### config.mk
export PLATFORM = sky130hd
export DESIGN_NAME = hbrv_div_cell
export DESIGN_NICKNAME = d
export VERILOG_FILES = /design/src/rtl/core/hbrv_pkg.sv /design/src/rtl/core/hbrv_div_cell.sv
export SDC_FILE = /design/constraint.sdc
export NUM_CORES = 1
export LEC_CHECK = 0
export BUFFER_PORTS_ARGS = -buffer_cell sky130_fd_sc_hd__clkbuf_2
export CELL_PAD_IN_SITES_DETAIL_PLACEMENT = 1
export CELL_PAD_IN_SITES_GLOBAL_PLACEMENT = 2
export CORE_MARGIN = 8
export CORE_UTILIZATION = 32
export DETAILED_ROUTE_END_ITERATION = 10
export PLACE_DENSITY_LB_ADDON = 0.1
export SKIP_LAST_GASP = 1
export SLEW_MARGIN = 20
export SYNTH_ARGS = -nofsm -noshare
export SYNTH_HDL_FRONTEND = slang
export SYNTH_SLANG_ARGS = --single-unit
export TNS_END_PERCENT = 5
### constraint.sdc
create_clock -name clk -period 0.8 [get_ports clk]
set_input_delay 0.08 -clock clk [delete_from_list [all_inputs] [get_ports clk]]
set_output_delay 0.08 -clock clk [all_outputs]
set_load 0.03 [all_outputs]
### src/rtl/core/hbrv_pkg.sv
package hbrv_pkg;

	// Field widths
	localparam int COORD_BITS    = 24;
	localparam int OUT_FRAC_BITS = 14;
	localparam int OUT_BITS      = 16;
	localparam int THRESH_BITS   = 50;

	// Datapath widths
	localparam int DIFF_BITS = COORD_BITS + 1;      // signed coordinate difference
	localparam int MAG_BITS  = COORD_BITS;          // |difference| stays below 2^COORD_BITS
	localparam int SQ_BITS   = 2 * MAG_BITS;        // one squared component
	localparam int LEN_BITS  = SQ_BITS + 1;         // squared length
	localparam int QUO_BITS  = 2 * OUT_FRAC_BITS + 1; // a^2 * 2^(2F) / L, at most 2^(2F)
	localparam int DIV_STEPS = QUO_BITS - 1;        // top quotient bit is formed up front
	localparam int ROOT_BITS = OUT_FRAC_BITS + 1;   // square root of the quotient
	localparam int RAD_BITS  = 2 * ROOT_BITS;       // radicand, whole bit pairs
	localparam int SREM_BITS = ROOT_BITS + 2;       // square root partial remainder

	localparam logic [THRESH_BITS-1:0] THRESH_RESET = THRESH_BITS'(1678);

	localparam logic [ROOT_BITS-1:0] ROOT_ONE = {1'b1, {OUT_FRAC_BITS{1'b0}}};
	localparam logic signed [OUT_BITS-1:0] OUT_ONE     = OUT_BITS'(ROOT_ONE);
	localparam logic signed [OUT_BITS-1:0] OUT_NEG_ONE = -OUT_ONE;

	// Input beat
	typedef struct packed {
		logic signed [COORD_BITS-1:0] sprite_x;
		logic signed [COORD_BITS-1:0] sprite_z;
		logic signed [COORD_BITS-1:0] camera_x;
		logic signed [COORD_BITS-1:0] camera_z;
	} hbrv_item_t;

	// Output beat
	typedef struct packed {
		logic signed [OUT_BITS-1:0] right_x;
		logic signed [OUT_BITS-1:0] right_z;
		logic                       degenerate;
	} hbrv_result_t;

	// Control carried alongside the data down the pipe
	typedef struct packed {
		logic valid;
		logic neg_x;   // right_x is negative
		logic neg_z;   // right_z is negative
		logic degen;   // fallback vector
	} hbrv_side_t;

	// Divider cell state, x lane divides az^2, z lane divides ax^2
	typedef struct packed {
		hbrv_side_t          side;
		logic [LEN_BITS-1:0] divisor;
		logic [LEN_BITS-1:0] rem_x;
		logic [LEN_BITS-1:0] rem_z;
		logic [QUO_BITS-1:0] quo_x;
		logic [QUO_BITS-1:0] quo_z;
	} hbrv_div_t;

	// Square root cell state
	typedef struct packed {
		hbrv_side_t           side;
		logic [RAD_BITS-1:0]  rad_x;
		logic [RAD_BITS-1:0]  rad_z;
		logic [SREM_BITS-1:0] rem_x;
		logic [SREM_BITS-1:0] rem_z;
		logic [ROOT_BITS-1:0] root_x;
		logic [ROOT_BITS-1:0] root_z;
	} hbrv_sqrt_t;

endpackage

### src/rtl/core/hbrv_div_cell.sv
module hbrv_div_cell
	import hbrv_pkg::*;
(
	input  logic      clk,
	input  logic      arst_n,
	input  logic      en,
	input  hbrv_div_t din,
	output hbrv_div_t dout
);

	logic      valid_q;
	hbrv_div_t data_q;

	logic [LEN_BITS:0] shift_x;
	logic [LEN_BITS:0] shift_z;
	logic [LEN_BITS:0] diff_x;
	logic [LEN_BITS:0] diff_z;
	logic              ge_x;
	logic              ge_z;

	// one restoring step per lane: doubled remainder minus divisor
	assign shift_x = {din.rem_x, 1'b0};
	assign shift_z = {din.rem_z, 1'b0};
	assign diff_x  = shift_x - {1'b0, din.divisor};
	assign diff_z  = shift_z - {1'b0, din.divisor};
	assign ge_x    = !diff_x[LEN_BITS];
	assign ge_z    = !diff_z[LEN_BITS];

	always_ff @(posedge clk or negedge arst_n) begin
		if (!arst_n) begin
			valid_q <= 1'b0;
		end else if (en) begin
			valid_q <= din.side.valid;
		end
	end

	always_ff @(posedge clk) begin
		if (en) begin
			data_q.side    <= din.side;
			data_q.divisor <= din.divisor;
			data_q.rem_x   <= ge_x ? diff_x[LEN_BITS-1:0] : shift_x[LEN_BITS-1:0];
			data_q.rem_z   <= ge_z ? diff_z[LEN_BITS-1:0] : shift_z[LEN_BITS-1:0];
			data_q.quo_x   <= {din.quo_x[QUO_BITS-2:0], ge_x};
			data_q.quo_z   <= {din.quo_z[QUO_BITS-2:0], ge_z};
		end
	end

	always_comb begin
		dout            = data_q;
		dout.side.valid = valid_q;
	end

endmodule

Yosys cells after proc, flatten, opt, wreduce, memory -nomap -nowiden. Cells that the tools add are included.

Output and inout bits: 209. Memories: 0. Register bits after elaboration: 209. Bits in read-only memories: 0. Bits in latches: 0. Memory bits (writable): 0. Logic and storage cells: 17. Bits of input ports: 212.

$add $sub $neg: 2. $lt $le $gt $ge: 0. Bitwise gates (word level): 0. Div/mod/pow operators: 0. Multiply operators: 0. Multiplexer cells: 2. Equality and inequality tests: 0. Reduce and logical (&&, ||, !) cells: 2. Shift operators: 0.

Operator list (count): 50-bit by 49-bit subtractor with 50-bit output (2); 49-bit two-way mux (2); 1-bit logical NOT (2).

Depth between registers and ports, before layout.
Word-level depth: 2. Mapped depth: 16. Depth with buffers taken out: 13.

Worst setup path before layout. Ideal clock, no wire load.

Kind: input port to flip-flop. Start: input port din[170] (netlist name). End: register data_q, in the netlist dout[130], data pin. Library setup time: 260 ps. Buffers on the path: 2. Required time: 540 ps. Data arrival time: 2734 ps. Cell stages on the path: 14. Path slack: -2194 ps. Cell sequence: inv_1 ha_1 buf_6 a21o_1 a21o_1 a221oi_2 o31a_1 o311ai_1 a221o_1 a41oi_2 xor2_2 buf_4 inv_2 mux2_4.

Longest elaborated chain between the ends: 2.

Ends and longest elaborated chain: from (decl) (line hbrv_div_cell.sv:7) `input hbrv_div_t din,`; 50-bit by 49-bit subtractor with 50-bit output (line hbrv_div_cell.sv:24) `assign diff_x = shift_x - {1'b0, din.divisor};`; 49-bit two-way mux (line hbrv_div_cell.sv:41) `data_q.rem_x <= ge_x ? diff_x[LEN_BITS-1:0] : shift_x[LEN_BITS-1:0];`; to (decl) (line hbrv_div_cell.sv:12) `hbrv_div_t data_q;`.

Every way passes these cells. A chain may end at the register's enable or synchronous reset.

Worst setup path after layout.
Start: input port din[160] (netlist name). End: register data_q, in the netlist dout[111], data pin.

Same word-level chain as after synthesis.

==> results.py <==
metrics = {
    "power_and_ir_drop": {
        "leakage_uw": 0.0105,
        "p_per_area_nw_per_um2": 1900,
        "vdd_ir_drop_max_v": 0.00138,
    },
    "logic_synthesis": {
        "synth_enable_flop_cells": 208,
        "yosys-top-cells-area": "edfxtp_1 (49%), ha_1 (9.4%), mux2_2 (3.6%), a21oi_1 (3.6%), o21ai_0 (3.6%)",
        "yosys_register_bits": 209,
        "yosys_warnings": 0,
        "synth_top_cell_by_area": "edfxtp_1",
        "seq_area_frac_synth_pct": 49.2,
        "synth_nets": 1490,
        "synth_cells": 1180,
        "synth_cell_type_count": 68,
        "yosys.area.top_type_share_pct": 49.0,
        "ys_async_sr_fraction_pct": 0.478,
        "synth_common_cells": "edfxtp_1 (208), nand2_1 (121), ha_1 (96), a21oi_1 (92), o21ai_0 (92)",
        "post-synth-top-count-cell": "edfxtp_1",
        "ys.flop_type": "edfxtp_1",
        "avgSynthCellArea_sq_um": 10.8,
        "synth.cell_area_sq_um": 12700,
    },
    "timing": {
        "min_period_ns": 2.63,
        "worstMarginPinSlew_ns": 0.542,
        "hold_viol_final": 12,
        "rsz0062_at_grt": "true",
        "clock_skew_ns": 0,
        "post-route-period-util_pct": 328,
        "relSlewSlack_pct": 63.4,
        "worst_slack_ns": -1.83,
        "hold_slack_ns": -0.0539,
        "slew_violations": 0,
        "fmax_mhz": 381,
        "finalSetupViolations": 318,
    },
    "floorplanning": {
        "initial_core_util_pct": 32.2,
        "num_rows": 73,
        "io_pins": 421,
        "die_x_um": 216,
        "fp.coreArea_sq_um": 39500,
        "die_y_um": 216,
        "dieArea_sq_um": 46500,
    },
    "worst_setup_path": {
        "cp_top_family": "compound AO/OA/AOI/OAI gates",
        "reg2reg_from": "valid_q",
        "crit_buf_inv": 5,
        "path_max_fanout": 24,
        "cp.required_ns": 1.10,
        "worstSetupStartpoint": "din[160]",
        "crit_path_cell_trace": "clkbuf_2 -> inv_2 -> ha_2 -> o2111ai_2 -> a21oi_2 -> o21bai_1 -> buf_4 -> o311ai_4 -> a221o_1 -> a41oi_4 -> xor2_4 -> buf_12 -> buf_16 -> nand2_1 -> o21ai_0",
        "crit_path_top_delay_cell": "ha_2",
        "cp-start-kind": "primary input",
        "worstSetupPathType": "in2reg",
        "arrival_ns": 2.93,
        "end_kind": "flop",
        "critical-path-max-stage-delay_ns": 0.37,
    },
    "min_path": {
        "hold_start": "en",
        "hold_class": "in2reg",
    },
    "cells_and_area": {
        "syn2layout_area_growth_pct": 77.2,
        "nFillCells": 4416,
        "fin_cells": 2768,
        "final_util_pct": 57.1,
        "final_nets": 2528,
        "drive_gt1_share_pct": 46.4,
    },
    "clock_network": {
        "clk_path_buf_depth": 3,
        "htree_levels": 1,
        "cts_tree": "done",
        "numCtsBuffers": 26,
        "clkTransAtPathRegs_ns": 0.06,
        "clock_sinks": 209,
        "cts_root_buf": "clkbuf_16",
        "clk_latency_ns": 0.54,
    },
    "routing": {
        "dr_total_vias": 13600,
        "post_drt_wl_per_cell_um": 21.7,
        "first_pass_iters": 4,
        "routed_via_density": 4.90,
        "drtAntennaViolNets": 0,
        "route.detailed.drc": 0,
        "routed_wl_um": 60000,
        "drtIter0Drc": 695,
    },
    "global_route": {
        "grt_pass1_vias": 15100,
        "grt_pass1_wl_um": 88800,
        "antenna_found_initial": 11,
        "grt_use_total_pct": 24.2,
        "overflow": 0,
        "grt_max_degree": 25,
    },
    "place": {
        "portBuffers": 418,
        "gp_congestion": 0.892,
        "hpwl_um": 43900,
        "dp_cells": 2481,
    },
    "status": {
        "violations": "negative hold slack, negative setup slack",
        "status": "finished with violations",
    },
    "job": {
        "max-cap-violations": 0,
    },
}
-- placed cells by master, fill, tap and decap left out, types with 21 or more instances in the layout --
cell	instances
a21o_1	50
a21oi_1	78
buf_4	396
clkbuf_16	27
clkbuf_2	411
dlygate4sd3_1	209
edfxtp_1	208
ha_1	74
inv_1	69
mux2_2	38
nand2_1	118
nand3_1	21
nor2_1	46
o21ai_0	72
xnor2_1	47
xor2_1	38
-- flip-flops by register name, indices dropped and copies added, names as in the netlist --
| register | flops |
|---|---|
| dout | 208 |
| valid_q | 1 |
-- worst paths after layout --
kind                             endpoint  slack [ns]  cells after the start
worst max-delay path            dout[111]       -1.83                     15
worst min-delay path             dout[81]       -0.05                      2
worst max register to register    valid_q        0.06                      1
worst min register to register    valid_q        0.51                      1
max in group asynchronous         valid_q        0.34                      3
min in group asynchronous         valid_q        0.36                      3
-- cells by family (layout without fill, tap and decap cells) --
| kind of cell | count (synthesis) | after routing | share of synthesized area (%) |
|---|---|---|---|
| adder cells (fa/ha/maj) | 98 | 98 | 9.74 |
| XOR/XNOR | 87 | 87 | 6.04 |
| buffers and inverters | 122 | 1180 | 3.84 |
| multiplexers | 42 | 42 | 3.74 |
| AND/OR/NAND/NOR | 271 | 271 | 9.82 |
| AO/OA/AOI/OAI | 351 | 351 | 17.6 |
| flip-flops | 209 | 209 | 49.2 |
| other | 0 | 5 | 0 |
-- report_power, final --
part           switching [uW]  total [uW]  internal [uW]
clock                    5290       12600           7260
combinational            9060       16200           7150
sequential                446       14100          13700
total                   14800       42900          28100
-- per-layer routing --
layer  routed length, um  GRT usage, %  vias to the layer above
li1                    -             -                     6500
met1               24700          28.4                     6605
met2               30700          43.9                      347
met3                2970          4.97                       87
met4                1630          7.15                       12
met5                  87             0                        -
-- what timing repair did --
item / CTS / global route
hold endpoints to repair: 226 / 13
gates resized for setup: 37 / 93
gates cloned: 3 / 0
buffers inserted: 13 / 11
pin swaps: 14 / 44
hold buffers: 208 / 1
setup endpoints to repair: 309 / 318
-- per-stage QoR --
stage	total power, uW	cell area [sq um]	setup slack, ns	setup TNS (ns)
6_report	42900	22600	-1.83	-258.69
5_1_grt	44700	22600	-1.89	-273.95
4_1_cts	42400	22100	-1.85	-265.02
3_5_place_dp	28500	18800	-2.64	-250.85
3_3_place_gp	28200	18800	-2.53	-240.74
2_1_floorplan	22000	13100	-2.04	-187.90
-- layout make-up --
cell class                 count  area, sq um  area share [%]
timing repair buffer        1050         7730            34.2
sequential                   209         6270            27.8
clock inverter                18          198           0.875
tap                          525          657            2.91
antenna                        5         12.5          0.0554
inverter                      82          345            1.53
clock buffer                  30          696            3.08
multi-input combinational    849         6680            29.6
Note: power is estimated with default switching activity, not from simulation.
