===== src/rtl/core/hbrv_pkg.sv =====
package hbrv_pkg;

	// Field widths
	localparam int COORD_BITS    = 24;
	localparam int OUT_FRAC_BITS = 14;
	localparam int OUT_BITS      = 16;
	localparam int THRESH_BITS   = 50;

	// Datapath widths
	localparam int DIFF_BITS = COORD_BITS + 1;      // signed coordinate difference
	localparam int MAG_BITS  = COORD_BITS;          // |difference| stays below 2^COORD_BITS
	localparam int SQ_BITS   = 2 * MAG_BITS;        // one squared component
	localparam int LEN_BITS  = SQ_BITS + 1;         // squared length
	localparam int QUO_BITS  = 2 * OUT_FRAC_BITS + 1; // a^2 * 2^(2F) / L, at most 2^(2F)
	localparam int DIV_STEPS = QUO_BITS - 1;        // top quotient bit is formed up front
	localparam int ROOT_BITS = OUT_FRAC_BITS + 1;   // square root of the quotient
	localparam int RAD_BITS  = 2 * ROOT_BITS;       // radicand, whole bit pairs
	localparam int SREM_BITS = ROOT_BITS + 2;       // square root partial remainder

	localparam logic [THRESH_BITS-1:0] THRESH_RESET = THRESH_BITS'(1678);

	localparam logic [ROOT_BITS-1:0] ROOT_ONE = {1'b1, {OUT_FRAC_BITS{1'b0}}};
	localparam logic signed [OUT_BITS-1:0] OUT_ONE     = OUT_BITS'(ROOT_ONE);
	localparam logic signed [OUT_BITS-1:0] OUT_NEG_ONE = -OUT_ONE;

	// Input beat
	typedef struct packed {
		logic signed [COORD_BITS-1:0] sprite_x;
		logic signed [COORD_BITS-1:0] sprite_z;
		logic signed [COORD_BITS-1:0] camera_x;
		logic signed [COORD_BITS-1:0] camera_z;
	} hbrv_item_t;

	// Output beat
	typedef struct packed {
		logic signed [OUT_BITS-1:0] right_x;
		logic signed [OUT_BITS-1:0] right_z;
		logic                       degenerate;
	} hbrv_result_t;

	// Control carried alongside the data down the pipe
	typedef struct packed {
		logic valid;
		logic neg_x;   // right_x is negative
		logic neg_z;   // right_z is negative
		logic degen;   // fallback vector
	} hbrv_side_t;

	// Divider cell state, x lane divides az^2, z lane divides ax^2
	typedef struct packed {
		hbrv_side_t          side;
		logic [LEN_BITS-1:0] divisor;
		logic [LEN_BITS-1:0] rem_x;
		logic [LEN_BITS-1:0] rem_z;
		logic [QUO_BITS-1:0] quo_x;
		logic [QUO_BITS-1:0] quo_z;
	} hbrv_div_t;

	// Square root cell state
	typedef struct packed {
		hbrv_side_t           side;
		logic [RAD_BITS-1:0]  rad_x;
		logic [RAD_BITS-1:0]  rad_z;
		logic [SREM_BITS-1:0] rem_x;
		logic [SREM_BITS-1:0] rem_z;
		logic [ROOT_BITS-1:0] root_x;
		logic [ROOT_BITS-1:0] root_z;
	} hbrv_sqrt_t;

endpackage


===== src/rtl/core/hbrv_front.sv =====
module hbrv_front
	import hbrv_pkg::*;
(
	input  logic                   clk,
	input  logic                   arst_n,
	input  logic                   en,
	input  logic                   item_valid,
	input  hbrv_item_t             item,
	input  logic [THRESH_BITS-1:0] threshold,
	output hbrv_div_t              head
);

	logic                        valid_s1;
	logic signed [DIFF_BITS-1:0] dx_s1;
	logic signed [DIFF_BITS-1:0] dz_s1;

	logic                valid_s2;
	logic [MAG_BITS-1:0] ax_s2;
	logic [MAG_BITS-1:0] az_s2;
	logic                neg_x_s2;
	logic                neg_z_s2;

	logic               valid_s3;
	logic [SQ_BITS-1:0] sqx_s3;
	logic [SQ_BITS-1:0] sqz_s3;
	logic               ax_zero_s3;
	logic               az_zero_s3;
	logic               neg_x_s3;
	logic               neg_z_s3;

	logic      valid_s4;
	hbrv_div_t len_s4;

	logic [DIFF_BITS-1:0] abs_dx;
	logic [DIFF_BITS-1:0] abs_dz;
	logic [LEN_BITS-1:0]  len2;

	// stage valid bits
	always_ff @(posedge clk or negedge arst_n) begin
		if (!arst_n) begin
			valid_s1 <= 1'b0;
			valid_s2 <= 1'b0;
			valid_s3 <= 1'b0;
			valid_s4 <= 1'b0;
		end else if (en) begin
			valid_s1 <= item_valid;
			valid_s2 <= valid_s1;
			valid_s3 <= valid_s2;
			valid_s4 <= valid_s3;
		end
	end

	// s1: camera minus sprite
	always_ff @(posedge clk) begin
		if (en) begin
			dx_s1 <= DIFF_BITS'(item.camera_x) - DIFF_BITS'(item.sprite_x);
			dz_s1 <= DIFF_BITS'(item.camera_z) - DIFF_BITS'(item.sprite_z);
		end
	end

	// s2: magnitudes and output signs
	assign abs_dx = dx_s1[DIFF_BITS-1] ? DIFF_BITS'(-dx_s1) : DIFF_BITS'(dx_s1);
	assign abs_dz = dz_s1[DIFF_BITS-1] ? DIFF_BITS'(-dz_s1) : DIFF_BITS'(dz_s1);

	always_ff @(posedge clk) begin
		if (en) begin
			ax_s2    <= abs_dx[MAG_BITS-1:0];
			az_s2    <= abs_dz[MAG_BITS-1:0];
			neg_x_s2 <= dz_s1[DIFF_BITS-1];
			neg_z_s2 <= !dx_s1[DIFF_BITS-1] && (dx_s1 != '0);
		end
	end

	// s3: squares
	always_ff @(posedge clk) begin
		if (en) begin
			sqx_s3     <= az_s2 * az_s2;
			sqz_s3     <= ax_s2 * ax_s2;
			ax_zero_s3 <= (ax_s2 == '0);
			az_zero_s3 <= (az_s2 == '0);
			neg_x_s3   <= neg_x_s2;
			neg_z_s3   <= neg_z_s2;
		end
	end

	// s4: squared length, threshold test, top quotient bit.
	// a^2 >= L only when the other component is zero, and then a^2 == L.
	assign len2 = LEN_BITS'(sqx_s3) + LEN_BITS'(sqz_s3);

	always_ff @(posedge clk) begin
		if (en) begin
			len_s4.side.valid <= valid_s3;
			len_s4.side.neg_x <= neg_x_s3;
			len_s4.side.neg_z <= neg_z_s3;
			len_s4.side.degen <= (len2 == '0) || (THRESH_BITS'(len2) < threshold);
			len_s4.divisor    <= len2;
			len_s4.rem_x      <= ax_zero_s3 ? '0 : LEN_BITS'(sqx_s3);
			len_s4.rem_z      <= az_zero_s3 ? '0 : LEN_BITS'(sqz_s3);
			len_s4.quo_x      <= QUO_BITS'(ax_zero_s3);
			len_s4.quo_z      <= QUO_BITS'(az_zero_s3);
		end
	end

	always_comb begin
		head            = len_s4;
		head.side.valid = valid_s4;
	end

endmodule


===== config.mk =====
export PLATFORM = sky130hd
export DESIGN_NAME = hbrv_front
export DESIGN_NICKNAME = d
export VERILOG_FILES = /design/src/rtl/core/hbrv_pkg.sv /design/src/rtl/core/hbrv_front.sv
export SDC_FILE = /design/constraint.sdc
export NUM_CORES = 2
export LEC_CHECK = 0
export BUFFER_PORTS_ARGS = -buffer_cell sky130_fd_sc_hd__buf_2
export CORE_MARGIN = 2
export CORE_UTILIZATION = 55
export CTS_CLUSTER_SIZE = 12
export DETAILED_ROUTE_END_ITERATION = 10
export GPL_ROUTABILITY_DRIVEN = 0
export HOLD_SLACK_MARGIN = 0.12
export PLACE_DENSITY = 0.87
export RECOVER_POWER = 50
export SYNTH_ARGS = -nofsm -noshare
export SYNTH_HDL_FRONTEND = slang
export SYNTH_SLANG_ARGS = --single-unit
export TNS_END_PERCENT = 20

===== constraint.sdc =====
create_clock -name clk -period 7.75 [get_ports clk]
set_input_delay 0.775 -clock clk [delete_from_list [all_inputs] [get_ports clk]]
set_output_delay 0.775 -clock clk [all_outputs]
set_load 0.02 [all_outputs]

Yosys cells after proc, flatten, opt, wreduce, memory -nomap -nowiden. Cells that the tools add are included.

Register bits after elaboration: 356. Input port bits: 150. Output and inout port bits: 209. Word-level logic and storage cells: 43.

Add/subtract/negate cells: 5. $mul: 2. Magnitude comparators: 1. Multiplexer cells: 2. Reduce and logical (&&, ||, !) cells: 7.

Operators with widths (number): $mul 24x24->48 (2); $lt 49x50->1 (1); $sub 24x24->25 (2); $add 48x48->49 (1); $logic_not 49->1 (1); $logic_not 24->1 (2); $mux 24 (2); $neg 24->24 (2); $reduce_bool 25->1 (1); $logic_and 1x1->1 (1); $logic_not 1->1 (1); $logic_or 1x1->1 (1).

Depth between registers and ports, before layout.
Depth in word-level cells: 3. Mapped depth: 30. Mapped depth without buffers: 30.

Least setup slack after synthesis. No wires, ideal clock.

Kind: register to register. From: register az_s2[14]. To: register sqx_s3[47] (data pin). Data arrival time: 7261 ps. Path slack: 223 ps. Cell stages (with the launch flop): 29. Path buffers: 1. Clock period less this slack: 7527 ps. Cells stage by stage: edfxtp_1 clkbuf_1 nand2_1 fa_1 inv_1 fa_1 inv_1 fa_1 inv_1 fa_1 inv_1 fa_1 inv_1 fa_1 inv_1 fa_1 inv_1 ha_1 and2_1 nand3_1 a211oi_1 o211ai_1 and3_1 o31a_1 a311o_1 o21ai_0 nor2b_1 a221oi_1 xnor2_1.

Longest elaborated chain between the ends: 1.

RTL lines: start, declared (line hbrv_front.sv:19) `logic [MAG_BITS-1:0] az_s2;`; start signal, assigned (line hbrv_front.sv:68) `az_s2 <= abs_dz[MAG_BITS-1:0];`; $mul 24x24->48 (line hbrv_front.sv:77) `sqx_s3 <= az_s2 * az_s2;`; end signal, assigned (line hbrv_front.sv:77); end, declared (line hbrv_front.sv:24) `logic [SQ_BITS-1:0] sqx_s3;`.

Every way passes these cells. A chain may end at the register's enable or synchronous reset.

Final worst setup path.
From: register sqx_s3[4]. To: register len_s4, in the netlist head[205] (data pin).

Longest elaborated chain between the ends: 3. Elaborated cells on any way between the ends: 4. Those cells by class: add/sub (1); order compare (1); reduce/logical (2).

RTL lines: $add 48x48->49 * (line hbrv_front.sv:88) `assign len2 = LEN_BITS'(sqx_s3) + LEN_BITS'(sqz_s3);`; named net len2[34] (line hbrv_front.sv:36) `logic [LEN_BITS-1:0] len2;`; $lt 49x50->1 / $logic_not 49->1 (equally long branches) (line hbrv_front.sv:95) `len_s4.side.degen <= (len2 == '0) || (THRESH_BITS'(len2) < threshold);`; $logic_or 1x1->1 * (line hbrv_front.sv:95); end, declared (line hbrv_front.sv:32) `hbrv_div_t len_s4;`.

The timed path passes the listed nets; every way through them passes the cells marked *.

==> summary.txt <==
Floorplan
  • DIE HEIGHT: 307.3 um
  • Die Width: 307.3 um
  • FP Rows: 111
  • Die area: 0.09446 sq mm
  • I/O pins: 359
  • Initial Utilization: 55.38%
  • Core area: 0.09139 sq mm

Global routing
  • GR Util met1: 32.77%
  • First-pass GRT wire length: 198,800 um
  • Met3 usage: 7.776%
  • Pin count of the biggest net entering global routing: 152
  • GRT Util Overall: 26.69%
  • GRT busiest layer: met2
  • Number of global-route vias before repair: 39,503
  • Total gr overflow: 0
  • Grt met2 use: 44.26%
  • Initial antenna violation count: 4

Layout
  • Share of post-route cells with drive strength above 1: 7.134%
  • Non-filler cells, final: 6,653
  • Synthesis-to-layout area growth: 9.175%
  • Final instance area: 0.05525 sq mm
  • # diodes: 0
  • Nets: 6,941
  • Commonest non-fill, non-tap cells in the layout: inv_1 (1,355), fa_1 (848), ha_1 (502), nand2_1 (388), edfxtp_1 (346)
  • Core Util, Final: 60.46%
  • Commonest non-fill, non-tap cell in the layout: inv_1

Synth
  • Synthesized instance count: 5,073
  • EDFF count, synth: 346
  • Mean Syn Cell Area: 9.976 sq um
  • Post-synthesis sequential area ratio: 20.73%
  • Ys async rst share: 1.143%
  • Total number of yosys warnings: 0
  • Cell Area, Synth: 0.05061 sq mm
  • Netlist cell types: 73
  • Seq cells post-synth: 350
  • Synth Flop Type: edfxtp_1

Critical path
  • R2R Path Start: sqx_s3[4]
  • Max FO, Critical Path: 5
  • Setup CP Type: flop to flop
  • Crit end category: flop
  • WP data arrival: 8.40 ns
  • Worst setup SP type: flop
  • CP startpoint: sqx_s3[4]
  • WP data required: 8.21 ns

Routing
  • Routed vias/inst: 5.475
  • Starting DRT DRC Count: 3,057
  • Final wirelength: 123,100 um
  • DRT Pass-1 Iters: 6
  • Avg WL per Cell: 18.50 um
  • Post-detailed-route count of antenna-violating nets: 0
  • Via count: 36,427
  • # DRC: 0

Timing
  • WHS: 0.4187 ns
  • Max_slew headroom: -364.4%
  • Setup ws final: -0.1916 ns
  • Final Hold Viols: 0
  • Fmax: 125.9 MHz
  • Slew @ Worst Pin: 6.966 ns
  • Post-layout min period: 7.942 ns
  • Final setup violation count: 1
  • Slew Limit Fails: 200
  • Worst clock skew: 0.02507 ns
  • Final cycle utilization of the critical path: 102.5%

Clock tree
  • H-tree Lvls: 2
  • Clk slew on worst S/H paths: 0.06 ns
  • CTS max path bufs: 3
  • Clk root buf: clkbuf_16
  • Worst-Skew Late Latency: 0.59 ns
  • Clock sinks: 350
  • CTS tree: done
  • CTS Buf Count: 41

Place
  • DP Cell Count: 6,570
  • Dpl hpwl: 102,400 um
  • PortBufs: 298
  • Dpl cell area: 0.05395 sq mm

Worst hold path
  • Worst Hold Class: flop to flop
  • Hold_sp: neg_z_s2

Run
  • Max-Cap Viols: 4

Run status
  • Outcome: finished with violations
  • Failing checks: max-capacitance violations, max-slew violations, negative setup slack
## cells in the mapped netlist, types with 4 or more instances
cell type	n	area [sq um]
or3_1	10	62.56
and3_1	18	112.6
xor2_1	50	437.9
nor4_1	23	143.9
o41ai_1	8	70.07
xnor2_1	165	1445
ha_1	502	6281
edfxtp_1	346	10390
and4_1	6	52.55
dfrtp_1	4	100.1
o21ai_0	100	500.5
a211oi_1	16	120.1
o21bai_1	25	187.7
nand3_1	26	130.1
nand2b_1	25	156.4
nand2_1	389	1460
o21a_1	31	232.7
inv_1	1355	5086
clkbuf_1	116	435.4
mux2_2	6	67.56
a21oi_1	152	760.7
a21o_1	83	623.1
o2bb2ai_1	5	43.79
or2_2	12	75.07
o211ai_1	11	82.58
a31o_2	5	43.79
buf_4	61	457.9
a31oi_1	16	100.1
a221oi_1	4	35.03
o31a_1	7	61.31
a21boi_0	11	82.58
and2_1	238	1489
o31ai_1	19	142.6
or4_1	8	60.06
nor2_1	137	514.2
fa_1	848	16980
nor3_1	27	135.1
nor2b_1	131	819.5
nand4_1	23	143.9
## critical path, cell delays in order, from the launching register on
cell and delay [ns]:
edfxtp_1 0.48, ha_1 0.44, o21ai_0 0.18, o21ai_0 0.30
o211a_1 0.27, o211a_1 0.26, o31ai_1 0.16, o21ai_0 1.04
xor2_1 0.66, nor4_1 1.38, nand4_1 0.72, nor4_2 1.14
nand4b_1 0.19, or4b_1 0.51, nand2_1 0.08
## routing by layer
layer  vias to the layer above  share of wire, %
met5                         -            0.0057
met4                         2               4.6
met3                       399                11
met2                      1748                47
met1                     18032                37
li1                      16246                 -
## sequential cells by signal, summed over array words and instances (netlist names), 24 cells and up
name / flops
dx_s1: 25
dz_s1: 25
head: 148
sqx_s3: 47
sqz_s3: 47
az_s2: 24
ax_s2: 24
## metrics by stage
stage	setup WS, ns	setup TNS, ns
after floorplan	0.2234	0
after global placement	0.2009	0
after detailed placement	-0.09365	-0.2043
after CTS	0.01429	0
after global routing	-0.05111	-0.1467
final	-0.1916	-0.1916
## path summary, 6_finish.rpt
| check | to | slack, ns | cells past startpoint |
|---|---|---|---|
| max | head[205] | -0.19 | 14 |
| min | neg_z_s3 | 0.42 | 0 |
| max reg2reg | head[205] | -0.19 | 14 |
| min reg2reg | neg_z_s3 | 0.42 | 0 |
| max in group asynchronous | valid_s2 | 7.01 | 2 |
| min in group asynchronous | valid_s3 | 0.56 | 2 |
## kinds of logic (layout without fill, tap and decap cells)
family	Yosys count	in the layout	synth area share [%]
buf+inv	1532	1867	11.81
fa+ha+maj	1350	1350	45.95
simple gates	1090	1090	10.87
compound gates	527	527	6.730
flops	350	350	20.73
xor+xnor	215	215	3.721
mux	8	8	0.1730
other cells	1	60	0.007410
## layout make-up
type,instances,area [sq um]
well taps,1186,1484
clock inverters,20,234.0
inverters,1355,5086
clock buffers,49,1056
multi-input cells,3250,34440
repair buffers,443,2462
flip-flops and latches,350,10490
fillers,7076,36130
## what timing repair did
action | CTS | global route
resized for setup | 1 | 24
endpoints found under the setup margin | 3 | 21
pin swaps | 0 | 1
hold buffers | 1 | 0
hold endpoints to repair | 4 | 0
buffers inserted | 0 | 13
Power is left out: the tool's default activity adds up to more than one toggle a clock period on the data nets, which glitch-free logic cannot reach.
