`src/rtl/core/hbrv_pkg.sv`:
```
package hbrv_pkg;

	// Field widths
	localparam int COORD_BITS    = 24;
	localparam int OUT_FRAC_BITS = 14;
	localparam int OUT_BITS      = 16;
	localparam int THRESH_BITS   = 50;

	// Datapath widths
	localparam int DIFF_BITS = COORD_BITS + 1;      // signed coordinate difference
	localparam int MAG_BITS  = COORD_BITS;          // |difference| stays below 2^COORD_BITS
	localparam int SQ_BITS   = 2 * MAG_BITS;        // one squared component
	localparam int LEN_BITS  = SQ_BITS + 1;         // squared length
	localparam int QUO_BITS  = 2 * OUT_FRAC_BITS + 1; // a^2 * 2^(2F) / L, at most 2^(2F)
	localparam int DIV_STEPS = QUO_BITS - 1;        // top quotient bit is formed up front
	localparam int ROOT_BITS = OUT_FRAC_BITS + 1;   // square root of the quotient
	localparam int RAD_BITS  = 2 * ROOT_BITS;       // radicand, whole bit pairs
	localparam int SREM_BITS = ROOT_BITS + 2;       // square root partial remainder

	localparam logic [THRESH_BITS-1:0] THRESH_RESET = THRESH_BITS'(1678);

	localparam logic [ROOT_BITS-1:0] ROOT_ONE = {1'b1, {OUT_FRAC_BITS{1'b0}}};
	localparam logic signed [OUT_BITS-1:0] OUT_ONE     = OUT_BITS'(ROOT_ONE);
	localparam logic signed [OUT_BITS-1:0] OUT_NEG_ONE = -OUT_ONE;

	// Input beat
	typedef struct packed {
		logic signed [COORD_BITS-1:0] sprite_x;
		logic signed [COORD_BITS-1:0] sprite_z;
		logic signed [COORD_BITS-1:0] camera_x;
		logic signed [COORD_BITS-1:0] camera_z;
	} hbrv_item_t;

	// Output beat
	typedef struct packed {
		logic signed [OUT_BITS-1:0] right_x;
		logic signed [OUT_BITS-1:0] right_z;
		logic                       degenerate;
	} hbrv_result_t;

	// Control carried alongside the data down the pipe
	typedef struct packed {
		logic valid;
		logic neg_x;   // right_x is negative
		logic neg_z;   // right_z is negative
		logic degen;   // fallback vector
	} hbrv_side_t;

	// Divider cell state, x lane divides az^2, z lane divides ax^2
	typedef struct packed {
		hbrv_side_t          side;
		logic [LEN_BITS-1:0] divisor;
		logic [LEN_BITS-1:0] rem_x;
		logic [LEN_BITS-1:0] rem_z;
		logic [QUO_BITS-1:0] quo_x;
		logic [QUO_BITS-1:0] quo_z;
	} hbrv_div_t;

	// Square root cell state
	typedef struct packed {
		hbrv_side_t           side;
		logic [RAD_BITS-1:0]  rad_x;
		logic [RAD_BITS-1:0]  rad_z;
		logic [SREM_BITS-1:0] rem_x;
		logic [SREM_BITS-1:0] rem_z;
		logic [ROOT_BITS-1:0] root_x;
		logic [ROOT_BITS-1:0] root_z;
	} hbrv_sqrt_t;

endpackage

```
`src/rtl/core/hbrv_sqrt_cell.sv`:
```
module hbrv_sqrt_cell
	import hbrv_pkg::*;
(
	input  logic       clk,
	input  logic       arst_n,
	input  logic       en,
	input  hbrv_sqrt_t din,
	output hbrv_sqrt_t dout
);

	localparam int TW = SREM_BITS + 2;

	logic       valid_q;
	hbrv_sqrt_t data_q;

	logic [TW-1:0] acc_x;
	logic [TW-1:0] acc_z;
	logic [TW-1:0] trial_x;
	logic [TW-1:0] trial_z;
	logic [TW-1:0] diff_x;
	logic [TW-1:0] diff_z;
	logic          ge_x;
	logic          ge_z;

	// bring down the next bit pair, try root*4+1
	assign acc_x   = {din.rem_x, din.rad_x[RAD_BITS-1 -: 2]};
	assign acc_z   = {din.rem_z, din.rad_z[RAD_BITS-1 -: 2]};
	assign trial_x = TW'({din.root_x, 2'b01});
	assign trial_z = TW'({din.root_z, 2'b01});
	assign ge_x    = (acc_x >= trial_x);
	assign ge_z    = (acc_z >= trial_z);
	assign diff_x  = acc_x - trial_x;
	assign diff_z  = acc_z - trial_z;

	always_ff @(posedge clk or negedge arst_n) begin
		if (!arst_n) begin
			valid_q <= 1'b0;
		end else if (en) begin
			valid_q <= din.side.valid;
		end
	end

	always_ff @(posedge clk) begin
		if (en) begin
			data_q.side   <= din.side;
			data_q.rad_x  <= {din.rad_x[RAD_BITS-3:0], 2'b00};
			data_q.rad_z  <= {din.rad_z[RAD_BITS-3:0], 2'b00};
			data_q.rem_x  <= ge_x ? diff_x[SREM_BITS-1:0] : acc_x[SREM_BITS-1:0];
			data_q.rem_z  <= ge_z ? diff_z[SREM_BITS-1:0] : acc_z[SREM_BITS-1:0];
			data_q.root_x <= {din.root_x[ROOT_BITS-2:0], ge_x};
			data_q.root_z <= {din.root_z[ROOT_BITS-2:0], ge_z};
		end
	end

	always_comb begin
		dout            = data_q;
		dout.side.valid = valid_q;
	end

endmodule

```
`config.mk`:
```
export PLATFORM = sky130hd
export DESIGN_NAME = hbrv_sqrt_cell
export DESIGN_NICKNAME = d
export VERILOG_FILES = /design/src/rtl/core/hbrv_pkg.sv /design/src/rtl/core/hbrv_sqrt_cell.sv
export SDC_FILE = /design/constraint.sdc
export NUM_CORES = 1
export LEC_CHECK = 0
export ABC_AREA = 1
export ABC_CLOCK_PERIOD_IN_PS = 970
export BUFFER_PORTS_ARGS = -buffer_cell sky130_fd_sc_hd__clkbuf_2
export CELL_PAD_IN_SITES_DETAIL_PLACEMENT = 1
export CELL_PAD_IN_SITES_GLOBAL_PLACEMENT = 2
export CORE_ASPECT_RATIO = 1.25
export CORE_MARGIN = 3
export CORE_UTILIZATION = 28
export CTS_CLUSTER_SIZE = 40
export DETAILED_ROUTE_END_ITERATION = 7
export GPL_ROUTABILITY_DRIVEN = 0
export PLACE_DENSITY_LB_ADDON = 0.12
export SYNTH_ARGS = -nofsm -noshare
export SYNTH_HDL_FRONTEND = slang
export SYNTH_SLANG_ARGS = --single-unit
```
`constraint.sdc`:
```
create_clock -name clk -period 0.97 [get_ports clk]
set_clock_uncertainty 0.05 [all_clocks]
set_input_delay 0.194 -clock clk [delete_from_list [all_inputs] [get_ports clk]]
set_output_delay 0.194 -clock clk [all_outputs]
set_load 0.05 [all_outputs]
```
==> After elaboration in Yosys (flattened, before gate mapping) <==
Index checks and enable logic that the tools add are counted.
{ "op_classes": {"magnitude_cmp": 2, "n_shift": 0, "addsub": 2, "mux": 2, "n_reduce_logical": 0, "n_eq_ne": 0, "bitwise": 0, "mul": 0, "div": 0} }
{ "op_table": {"columns": ["op", "count"], "rows": [
  ["greater-or-equal comparator 19 x 17 -> 1 bit", 2],
  ["two-way mux 17 bit", 2],
  ["subtractor 17 bit", 2]
]} }
{ "word_totals": {"mem_bits_rw": 0, "reg_bits": 124, "latchBits": 0, "mem_count": 0, "input_bits": 131, "romBits": 0} }

==> Logic depth before layout (Yosys ltp) <==
Gate-level depths: netlist of run 1.
{ "depth": {"ltp_word": 2, "ltp_mapped": 13, "depth_no_buf": 13} }

==> Least setup slack after synthesis of run 1 <==
No wires, ideal clock.
{ "synth_timing": {"path_kind": "input -> register", "from": "input port din[0] in the netlist's numbering", "to": "register data_q (netlist bit dout[35]) (data pin)", "arrival_ps": 1468, "t_required_ps": 668, "path_slack_ps": -800, "path_stages": 12, "path_buffers": 2, "setup_ps": 252, "cell_sequence": "inv_1 ha_1 buf_2 a21oi_1 nand2_1 nand3_1 nand3_2 nand2_4 nand2_8 buf_6 nand2_1 nand2_1"} }
{ "synth_between": {"elab_chain_cells": 2, "word_cells_on_any_way": 3, "classes_between": "add/sub (1); order compare (1); mux (1)"} }
{ "synth_lines": {"columns": ["element", "line", "text"], "rows": [
  ["start: declaration", "hbrv_sqrt_cell.sv:7", "input hbrv_sqrt_t din,"],
  ["greater-or-equal comparator 19 x 17 -> 1 bit", "hbrv_sqrt_cell.sv:31", "assign ge_z = (acc_z >= trial_z);"],
  ["named net ge_z", "hbrv_sqrt_cell.sv:23", "logic ge_z;"],
  ["two-way mux 17 bit", "hbrv_sqrt_cell.sv:49", "data_q.rem_z <= ge_z ? diff_z[SREM_BITS-1:0] : acc_z[SREM_BITS-1:0];"],
  ["end: declaration", "hbrv_sqrt_cell.sv:14", "hbrv_sqrt_t data_q;"]
]} }
The timed path passes the listed nets, and every way through them passes these cells.
A chain may end at the register's enable or synchronous reset.

==> Final worst setup path of run 1 <==
{ "layout_timing": {"from": "input port din[27] in the netlist's numbering", "to": "register data_q (netlist bit dout[63]) (data pin)"} }
{ "layout_between": {"elab_chain_cells": 2, "word_cells_on_any_way": 3, "classes_between": "add/sub (1); order compare (1); mux (1)"} }
{ "layout_lines": {"columns": ["element", "line", "text"], "rows": [
  ["subtractor 17 bit or greater-or-equal comparator 19 x 17 -> 1 bit (tied branches)", "hbrv_sqrt_cell.sv:32, hbrv_sqrt_cell.sv:30", null],
  ["two-way mux 17 bit (*)", "hbrv_sqrt_cell.sv:48", "data_q.rem_x <= ge_x ? diff_x[SREM_BITS-1:0] : acc_x[SREM_BITS-1:0];"]
]} }
Mark *: on every way between the ends. The rest lies on a longest branch, timed or not.

==> results of run 1 <==
per-stage QoR:
stage	TNS, ps	instances	power [mW]	cell area (um^2)
floorplan	-22660	709	10.3	7190
global placement	-37780	1362	12.2	9690
detailed placement	-38680	1362	12.3	9690
CTS	-50270	1495	20.7	12800
global route	-56610	1519	22.2	13700
finish	-50550	1519	21.4	13700
worst paths after layout:
path | startpoint | endpoint | slack (ps) | cells past startpoint
setup / recovery | din[27] | dout[63] | -520 | 12
hold / removal | din[35] | dout[37] | 20 | 3
setup reg to reg | valid_q | valid_q | 150 | 1
hold reg to reg | valid_q | valid_q | 510 | 1
max in group asynchronous | arst_n | valid_q | 730 | 2
min in group asynchronous | arst_n | valid_q | 60 | 2
logic make-up after synthesis:
| group | synth area share, % |
|---|---|
| and+or+nand+nor | 24.3 |
| buffers and inverters | 8.92 |
| DFF | 56.3 |
| adders and majority gates | 6.44 |
| AOI/OAI and AO/OA | 2.14 |
| xor gates and xnor gates | 1.72 |
| other | 0.0567 |
| muxes | 0.170 |
layer usage:
metal	share of wire (%)	wire length, um	global-route usage, %	vias to the layer above
met4	2.1	599	6.91	0
met3	2.9	844	3.29	40
met1	34	9760	21.4	3260
li1	-	-	-	3304
met2	61	17700	44.0	157
met5	0	0	0	-
cell type report:
class,instances,share of cell area (%)
Timing Repair Buffer,497,36.0
Sequential cell,124,27.2
Multi-Input combinational cell,446,25.7
Inverter,132,3.97
Clock buffer,17,3.11
Tap cell,288,2.64
Clock inverter,14,1.43
Antenna cell,1,0.0183
cell usage after synthesis, types with 3 or more instances:
master | count | area share [%]
ha_1 | 34 | 6.4
or2_2 | 3 | 0.28
nand4_1 | 5 | 0.47
nand2_2 | 4 | 0.38
nand3_2 | 4 | 0.61
buf_4 | 7 | 0.79
nor2_4 | 3 | 0.51
nand2_1 | 249 | 14
nor3_1 | 5 | 0.38
xor2_1 | 10 | 1.3
a21oi_1 | 23 | 1.7
edfxtp_1 | 123 | 56
inv_1 | 130 | 7.4
nand3_1 | 56 | 4.2
xnor2_1 | 3 | 0.40
nand3b_1 | 6 | 0.68
buf_2 | 3 | 0.23
nor2_1 | 19 | 1.1
critical path, delay by kind of cell:
kind | cells | cell delay [ps]
buffers and inverters | 4 | 450
adders and majority gates | 1 | 310
and+or+nand+nor | 7 | 650
power by group:
| part | switching [mW] | internal (mW) |
|---|---|---|
| Combinational | 4.22 | 3.29 |
| Sequential | 0.310 | 6.55 |
| Clock | 2.73 | 4.31 |
| Total | 7.26 | 14.1 |
sequential cells by signal, summed over array words and instances (netlist names):
signal	cells
valid_q	1
dout	123
what timing repair did:
| item | CTS | global route |
|---|---|---|
| gates cloned | 3 | 4 |
| pin swaps | 55 | 89 |
| endpoints found under the hold margin | 87 | 2 |
| endpoints found under the setup margin | 160 | 160 |
| hold buffers | 87 | 2 |
| resized for setup | 339 | 243 |
| buffers inserted | 12 | 17 |
==> results.md, run 1 <==
- Status: complete, but fails checks
- Failing checks: negative setup slack
- Commonest non-fill, non-tap cell in the layout: nand2_1
- DP Worst Slack: -1000 ps
- Synth Cell Area: 6610 um^2
- Slowest cell on the critical path: ha_4
- FFs w/ async S/R, synth: 0.806%
- Final setup fails: 160
- Slew Limit Fails: 0
- Layout cells sized above 1: 55.7%
- Worst ir drop on vdd: 0.00112 V
- Commonest non-fill, non-tap cells in the layout: nand2_1, buf_4, edfxtp_1
- Die X: 143 um
- Final core utilization: 59.1%
- #FFs+latches synth: 124
- Total die area: 25,500 um^2
- IO Pins: 259
- Critical path, cell by cell: clkbuf_16 > inv_12 > ha_4 > nand2_4 > nor2_4 > nand2_2 > nor3_4 > nor2_4 > buf_12 > clkbuf_16 > nand3_1 > nand2_1
- Cells after Synth: 706
- Max Clock Freq: 672 MHz
- Die Ht: 178 um
- DR WL/cell: 19.1 um
- Vias per std cell: 4.45
- Clock Latency Late Sink: 430 ps
- Global-route wire length before repair: 40,900 um
- Largest net degree at the start of global routing: 38
- Final WL: 28,900 um
- Vias: 6,761
- Port Buffers: 254
- Startpoint types: input pin
- Post-Syn Area per Cell: 9.36 um^2
- H-Tree Depth: 4
- Multi-input gate area: 3510 um^2
- Min Tclk post-route: 1490 ps
- YS warnings: 0
- Initial Util: 28.6%
- Num CTS Buffers: 17
- MaxCap Viol Count: 0
- CTS tree: yes
- CTS Root Cell: clkbuf_16
- Core Area: 23,100 um^2
- Total GRT Usage: 21.5%
- Iteration count of the initial detailed-routing pass: 4
- Netlist cell types: 32
- Pwr dens: 1570 nW/um^2
- Max Buffers Root-to-Sink: 2
- CP Capture Type: flip-flop
- CP required: 1110 ps
- DRT antenna net count: 0
- Post-route setup slack: -517 ps
- Synth Flop Type: edfxtp_1
- Clock sinks: 124
- Worst-path maximum fanout: 5
- Post-synth EDFFs: 123
- Leakage power: 6.40 nW
- Clock-pin slew on the worst setup and hold paths: 70 ps
- Critical Path AT: 1630 ps
- Total grt overflow: 0
- Layout fillers: 2,479
- Worst hold slack: 18.2 ps
- Worst Hold Class: in -> reg
- Row cnt: 62
- RSZ-0062 raised after global routing: true
- Sequential-to-total area share from yosys stat: 56.3%
- Area Overhead vs Synth: 107%
- Max incr delay on CP: 310 ps
- Register Area: 3720 um^2
- Kind of critical path: in -> reg
- Final hold viol count: 0
- DR iter-0 viols: 178
- Final period util: 153%
- Initial antenna violation count: 1
- Vias in the first global route: 7,280
- Post-layout nets: 1,383
- Remaining routing DRC violations: 0
- HPWL Detailed: 18,400 um
(Power assumes the default switching activity.)
==> inputs of run 2 (changes only) <==
--- a/config.mk
+++ b/config.mk
@@ -17,6 +17,7 @@
 export DETAILED_ROUTE_END_ITERATION = 7
 export GPL_ROUTABILITY_DRIVEN = 0
 export PLACE_DENSITY_LB_ADDON = 0.12
+export SETUP_SLACK_MARGIN = 0.4
 export SYNTH_ARGS = -nofsm -noshare
 export SYNTH_HDL_FRONTEND = slang
 export SYNTH_SLANG_ARGS = --single-unit
==> results.md, run 2 (synthesis results as in run 1) <==
- Status: complete, but fails checks
- Failing checks: negative hold slack, negative setup slack
- R2R Setup Slk: 130 ps
- Row cnt: 62
- HPWL Detailed: 18,200 um
- DP Cell Count: 1,360
- CP required: 1100 ps
- Worst Hold Class: in -> reg
- Die X: 143 um
- Max Clock Freq: 690 MHz
- Reg-to-Reg Start: valid_q
- Commonest non-fill, non-tap cells in the layout: nand2_1, buf_4, edfxtp_1
- Worst-path maximum fanout: 7
- Startpoint types: input pin
- Port Buffers: 254
- Iteration count of the initial detailed-routing pass: 4
- Total die area: 25,500 um^2
- Global-route wire length before repair: 37,900 um
- Placed Area: 9700 um^2
- Worst hold slack: -113 ps
- Tot Pwr: 20.8 mW
- Initial Util: 28.6%
- HP Start: din[10]
- RSZ-0062 raised after global routing: true
- Area Overhead vs Synth: 98.5%
- Final period util: 149%
- Slew Limit Fails: 0
- MaxCap Viol Count: 0
- CTS Root Cell: clkbuf_16
- Kind of critical path: in -> reg
- CTS Hold Bufs: 1
- Total GRT Usage: 19.7%
- CP Capture Type: flip-flop
- DRT antenna net count: 0
- Remaining routing DRC violations: 0
- IO Pins: 259
- Clock sinks: 124
- Commonest non-fill, non-tap cell in the layout: nand2_1
- Diode count: 0
- TNS Setup: -49,350 ps
- Num CTS Buffers: 17
- Max Buffers Root-to-Sink: 2
- Core Area: 23,100 um^2
- Clock-pin slew on the worst setup and hold paths: 70 ps
- Clock Latency Late Sink: 430 ps
- Reg2reg path depth: 1
- Largest net degree at the start of global routing: 19
- Pwr dens: 1590 nW/um^2
- Vias: 6,425
- Max reg flops: 123
- Vias in the first global route: 7,019
- Final WL: 26,100 um
- Worst r2r dst: valid_q
- CTS tree: yes
- Leakage power: 6.18 nW
- Critical path, cell by cell: buf_8 > inv_4 > ha_4 > buf_6 > nand2_2 > nand2_2 > nand2_1 > nand2_1 > nand2_2 > nand3_4 > nand2_8 > buf_12 > nand2_8 > nand2_2 > nand2_1
- H-Tree Depth: 4
- DR iter-0 viols: 207
- Layout cells sized above 1: 62.3%
- CP dominant cell by count: nand2_2
- Final setup fails: 160
- Final core utilization: 56.7%
- Hold endpoint: dout[11]
- Initial antenna violation count: 0
- Die Ht: 178 um
- Worst ir drop on vdd: 0.00117 V
- DR WL/cell: 18.1 um
- Total grt overflow: 0
- Hold depth: 1
- Critical Path AT: 1580 ps
- Final Non-Filler Cells: 1,443
- Post-layout nets: 1,307
- DP Worst Slack: -997 ps
- Slowest cell on the critical path: ha_4
- Final hold viol count: 86
- Post-route setup slack: -479 ps
- Vias per std cell: 4.45
- Max incr delay on CP: 210 ps
- Min Tclk post-route: 1450 ps
- Finished Cell Area: 13,100 um^2
==> run 2: changes by cell type in the layout (fill, tap and decap cells not counted), moves of 5 or more <==
cell and change:
buf_16 +5, buf_6 +6, buf_8 -14, clkbuf_8 +15
dlygate4sd3_1 -88, inv_6 +5, nand2_1 -14, nand2_2 +7
nand2_4 +6, nand3_1 -6, nand3_2 +6
==> run 2: what timing repair did <==
item / CTS / global route
gates cloned: 9 / 3
endpoints found under the setup margin: 239 / 161
resized for setup: 398 / 215
buffers inserted: 26 / 12
hold endpoints to repair: 89 / 89
pin swaps: 85 / 84
==> run 2: worst max-delay path by stage <==
| stage | end | slack, ps | startpoint | cells past startpoint |
|---|---|---|---|---|
| 2_1_floorplan | dout[35] | -660 | din[30] | 11 |
| 3_3_place_gp | dout[15] | -960 | din[27] | 12 |
| 3_5_place_dp | dout[15] | -1000 | din[27] | 12 |
| 4_1_cts | dout[48] | -470 | din[17] | 14 |
| 5_1_grt | dout[61] | -550 | din[17] | 15 |
| 6_report | dout[52] | -480 | din[17] | 15 |
==> run 2: area by class of cell <==
type | instances | area [um^2]
Fill cell | 2436 | 10000
Timing Repair Buffer | 420 | 4260
Sequential cell | 124 | 3720
Multi-Input combinational cell | 447 | 3630
Inverter | 132 | 546
Clock buffer | 17 | 425
Tap cell | 288 | 360
Clock inverter | 15 | 178
==> run 2: power breakdown <==
| group | internal (mW) | leakage, nW | total, mW | switching (mW) |
|---|---|---|---|---|
| sequential | 6.54 | 1.22 | 6.81 | 0.269 |
| combinational | 3.22 | 4.67 | 7.40 | 4.18 |
| clock | 3.87 | 0.297 | 6.61 | 2.73 |
| total | 13.6 | 6.18 | 20.8 | 7.18 |
==> run 2: critical path: cells and delay by family <==
family	cells	cell delay, ps
buffers and inverters	4	400
adders and majority gates	1	210
and+or+nand+nor	10	760
==> run 2: metal layers <==
metal	up-vias	track usage [%]	share of wire [%]
met5	-	0	0
met2	134	38.8	60
met4	0	6.12	1.5
met1	3114	20.5	36
li1	3157	-	-
met3	20	3.80	2.6
==> inputs of run 3 (changes only) <==
--- a/config.mk
+++ b/config.mk
@@ -5,14 +5,13 @@
 export SDC_FILE = /design/constraint.sdc
 export NUM_CORES = 1
 export LEC_CHECK = 0
-export ABC_AREA = 1
 export ABC_CLOCK_PERIOD_IN_PS = 970
 export BUFFER_PORTS_ARGS = -buffer_cell sky130_fd_sc_hd__clkbuf_2
 export CELL_PAD_IN_SITES_DETAIL_PLACEMENT = 1
 export CELL_PAD_IN_SITES_GLOBAL_PLACEMENT = 2
 export CORE_ASPECT_RATIO = 1.25
 export CORE_MARGIN = 3
-export CORE_UTILIZATION = 28
+export CORE_UTILIZATION = 30
 export CTS_CLUSTER_SIZE = 40
 export DETAILED_ROUTE_END_ITERATION = 7
 export GPL_ROUTABILITY_DRIVEN = 0
==> results.md, run 3 <==
- Status: complete, but fails checks
- Failing checks: negative hold slack, negative setup slack
- CTS Root Cell: clkbuf_16
- MaxCap Viol Count: 0
- Iteration count of the initial detailed-routing pass: 4
- Total grt overflow: 0
- Commonest non-fill, non-tap cells in the layout: buf_4, edfxtp_1, clkbuf_2
- Die X: 134 um
- HPWL Detailed: 16,900 um
- DP Cell Count: 1,103
- Sequential-to-total area share from yosys stat: 60.5%
- Min Tclk post-route: 1980 ps
- DR WL/cell: 21.2 um
- Hold depth: 1
- Post-layout nets: 1,066
- Vias in the first global route: 6,271
- Post-synth EDFFs: 123
- Commonest non-fill, non-tap cell in the layout: buf_4
- Reg2reg path depth: 1
- Clock-pin slew on the worst setup and hold paths: 70 ps
- Max Buffers Root-to-Sink: 2
- Kind of critical path: in -> reg
- Layout cells sized above 1: 65.8%
- CTS tree: yes
- Post-route setup slack: -1010 ps
- Startpoint types: input pin
- Final setup fails: 160
- XOR/XNOR Fraction of Synth Area: 3.42%
- #FFs+latches synth: 124
- Adder-cell share of the synthesized area: 6.92%
- H-Tree Depth: 4
- YS warnings: 0
- Num CTS Buffers: 17
- Row cnt: 57
- Cells after Synth: 459
- Worst ir drop on vdd: 0.00122 V
- Clock sinks: 124
- Compound-gate portion of the synthesized area: 10.8%
- Initial antenna violation count: 0
- Synth Area in Simple Gates: 7.20%
- Initial Util: 31.1%
- Final hold viol count: 85
- IO Pins: 259
- CTS Hold Bufs: 1
- Global-route wire length before repair: 36,200 um
- Synth Flop Type: edfxtp_1
- FFs w/ async S/R, synth: 0.806%
- Pwr dens: 1720 nW/um^2
- Vias: 5,631
- Slew Limit Fails: 0
- Share of the synthesized area in the top cell type: 60.1%
- Synth Cell Area: 6150 um^2
- Total die area: 22,300 um^2
- Clock Latency Late Sink: 420 ps
- Diode count: 0
- CP required: 1090 ps
- Vias per std cell: 4.78
- Most frequent cell after synthesis: edfxtp_1
- Final period util: 204%
- Largest net degree at the start of global routing: 17
- Leading area contributor after synthesis: edfxtp_1
- Commonest cells post-synth: edfxtp_1, inv_1, ha_1
- DR iter-0 viols: 205
- Leakage power: 5.25 nW
- Post-synthesis mux area share: 6.43%
- Core Area: 19,800 um^2
- Top area cells in the synthesized netlist: edfxtp_1, ha_1, mux2_2, xnor2_1, inv_1
- Worst-path maximum fanout: 8
- Remaining routing DRC violations: 0
- Max reg flops: 123
- Largest family of logic cells by synthesized area: compound AO/OA/AOI/OAI gates
- Netlist cell types: 60
- Critical Path AT: 2100 ps
- Area Overhead vs Synth: 95.8%
- RSZ-0062 raised after global routing: true
- Worst Hold Class: in -> reg
- Final WL: 25,000 um
- Worst hold slack: -108 ps
- Max Clock Freq: 505 MHz
- Total GRT Usage: 21.3%
- Port Buffers: 254
- Post-Syn Area per Cell: 13.4 um^2
- CP Capture Type: flip-flop
- Tot Pwr: 20.7 mW
- Die Ht: 166 um
- Final Non-Filler Cells: 1,179
- DRT antenna net count: 0
[run 3: cell count changes after synthesis, sizes merged, moves of 8 or more]
| cell | before | now |
|---|---|---|
| a21o | 0 | 8 |
| a21oi | 23 | 32 |
| inv | 132 | 47 |
| mux2 | 1 | 27 |
| nand2 | 257 | 16 |
| nand3 | 60 | 6 |
| o21ai | 3 | 16 |
| xnor2 | 3 | 20 |
[run 3: layout make-up]
cell class                 count  area, um^2
fill                        1938        7720
clock inverter                15         178
sequential                   124        3720
tap                          265         332
timing repair buffer         433        4260
inverter                      47         231
clock buffer                  17         425
multi-input combinational    278        2890
[run 3: final timing paths]
check | from | slack, ps | end
worst min-delay path | din[124] | -110 | dout[124]
worst max register to register | valid_q | 140 | valid_q
worst min register to register | valid_q | 520 | valid_q
min in group asynchronous | arst_n | 50 | valid_q
max in group asynchronous | arst_n | 730 | valid_q
worst max-delay path | din[59] | -1010 | dout[61]
[run 3: cell families after synthesis]
| group | after synthesis |
|---|---|
| flip-flops | 124 |
| multiplexers | 32 |
| AO/OA/AOI/OAI | 97 |
| AND/OR/NAND/NOR | 87 |
| XOR/XNOR | 24 |
| adder cells (fa/ha/maj) | 34 |
| buffers and inverters | 60 |
| other | 1 |
[run 3: report_power, final]
| group | switching [mW] | internal, mW | leakage (nW) |
|---|---|---|---|
| Sequential | 0.328 | 6.57 | 1.22 |
| Clock | 2.91 | 3.69 | 0.290 |
| Combinational | 3.84 | 3.38 | 3.75 |
[run 3: what timing repair did]
action                                  4_1_cts  5_1_grt
cloned                                        2        3
endpoints found under the setup margin      162      170
hold endpoints to repair                     86       85
gates resized for setup                     316      158
pin swaps                                    24       36
buffers inserted                             19       19
[run 3: critical path, stage by stage]
cell       delay, ps
buf_6            110
ha_4             250
nand4_1          140
nor2_2            90
a2111oi_4        410
o221ai_4         180
a31o_4           270
buf_8            150
mux2_4           300
[run 3: metrics by stage]
stage | worst slack (ps) | hold slack [ps] | TNS, ps | instance area (um^2) | utilization [%]
2_1_floorplan | -1320 | -152 | -42770 | 6660 | -
3_3_place_gp | -1540 | -80.2 | -53730 | 9280 | 47.0
3_5_place_dp | -1630 | -79.0 | -57420 | 9280 | 47.0
4_1_cts | -1020 | -126 | -69080 | 11400 | 57.9
5_1_grt | -1050 | -132 | -74540 | 12000 | 60.9
6_report | -1010 | -108 | -67870 | 12000 | 60.9
[run 3: per-layer routing]
| metal | wire length (um) | global-route usage [%] | vias to the layer above |
|---|---|---|---|
| li1 | - | - | 2606 |
| met1 | 8690 | 21.2 | 2781 |
| met2 | 14300 | 42.3 | 203 |
| met3 | 1520 | 5.42 | 41 |
| met4 | 483 | 6.82 | 0 |
| met5 | 0 | 0 | - |
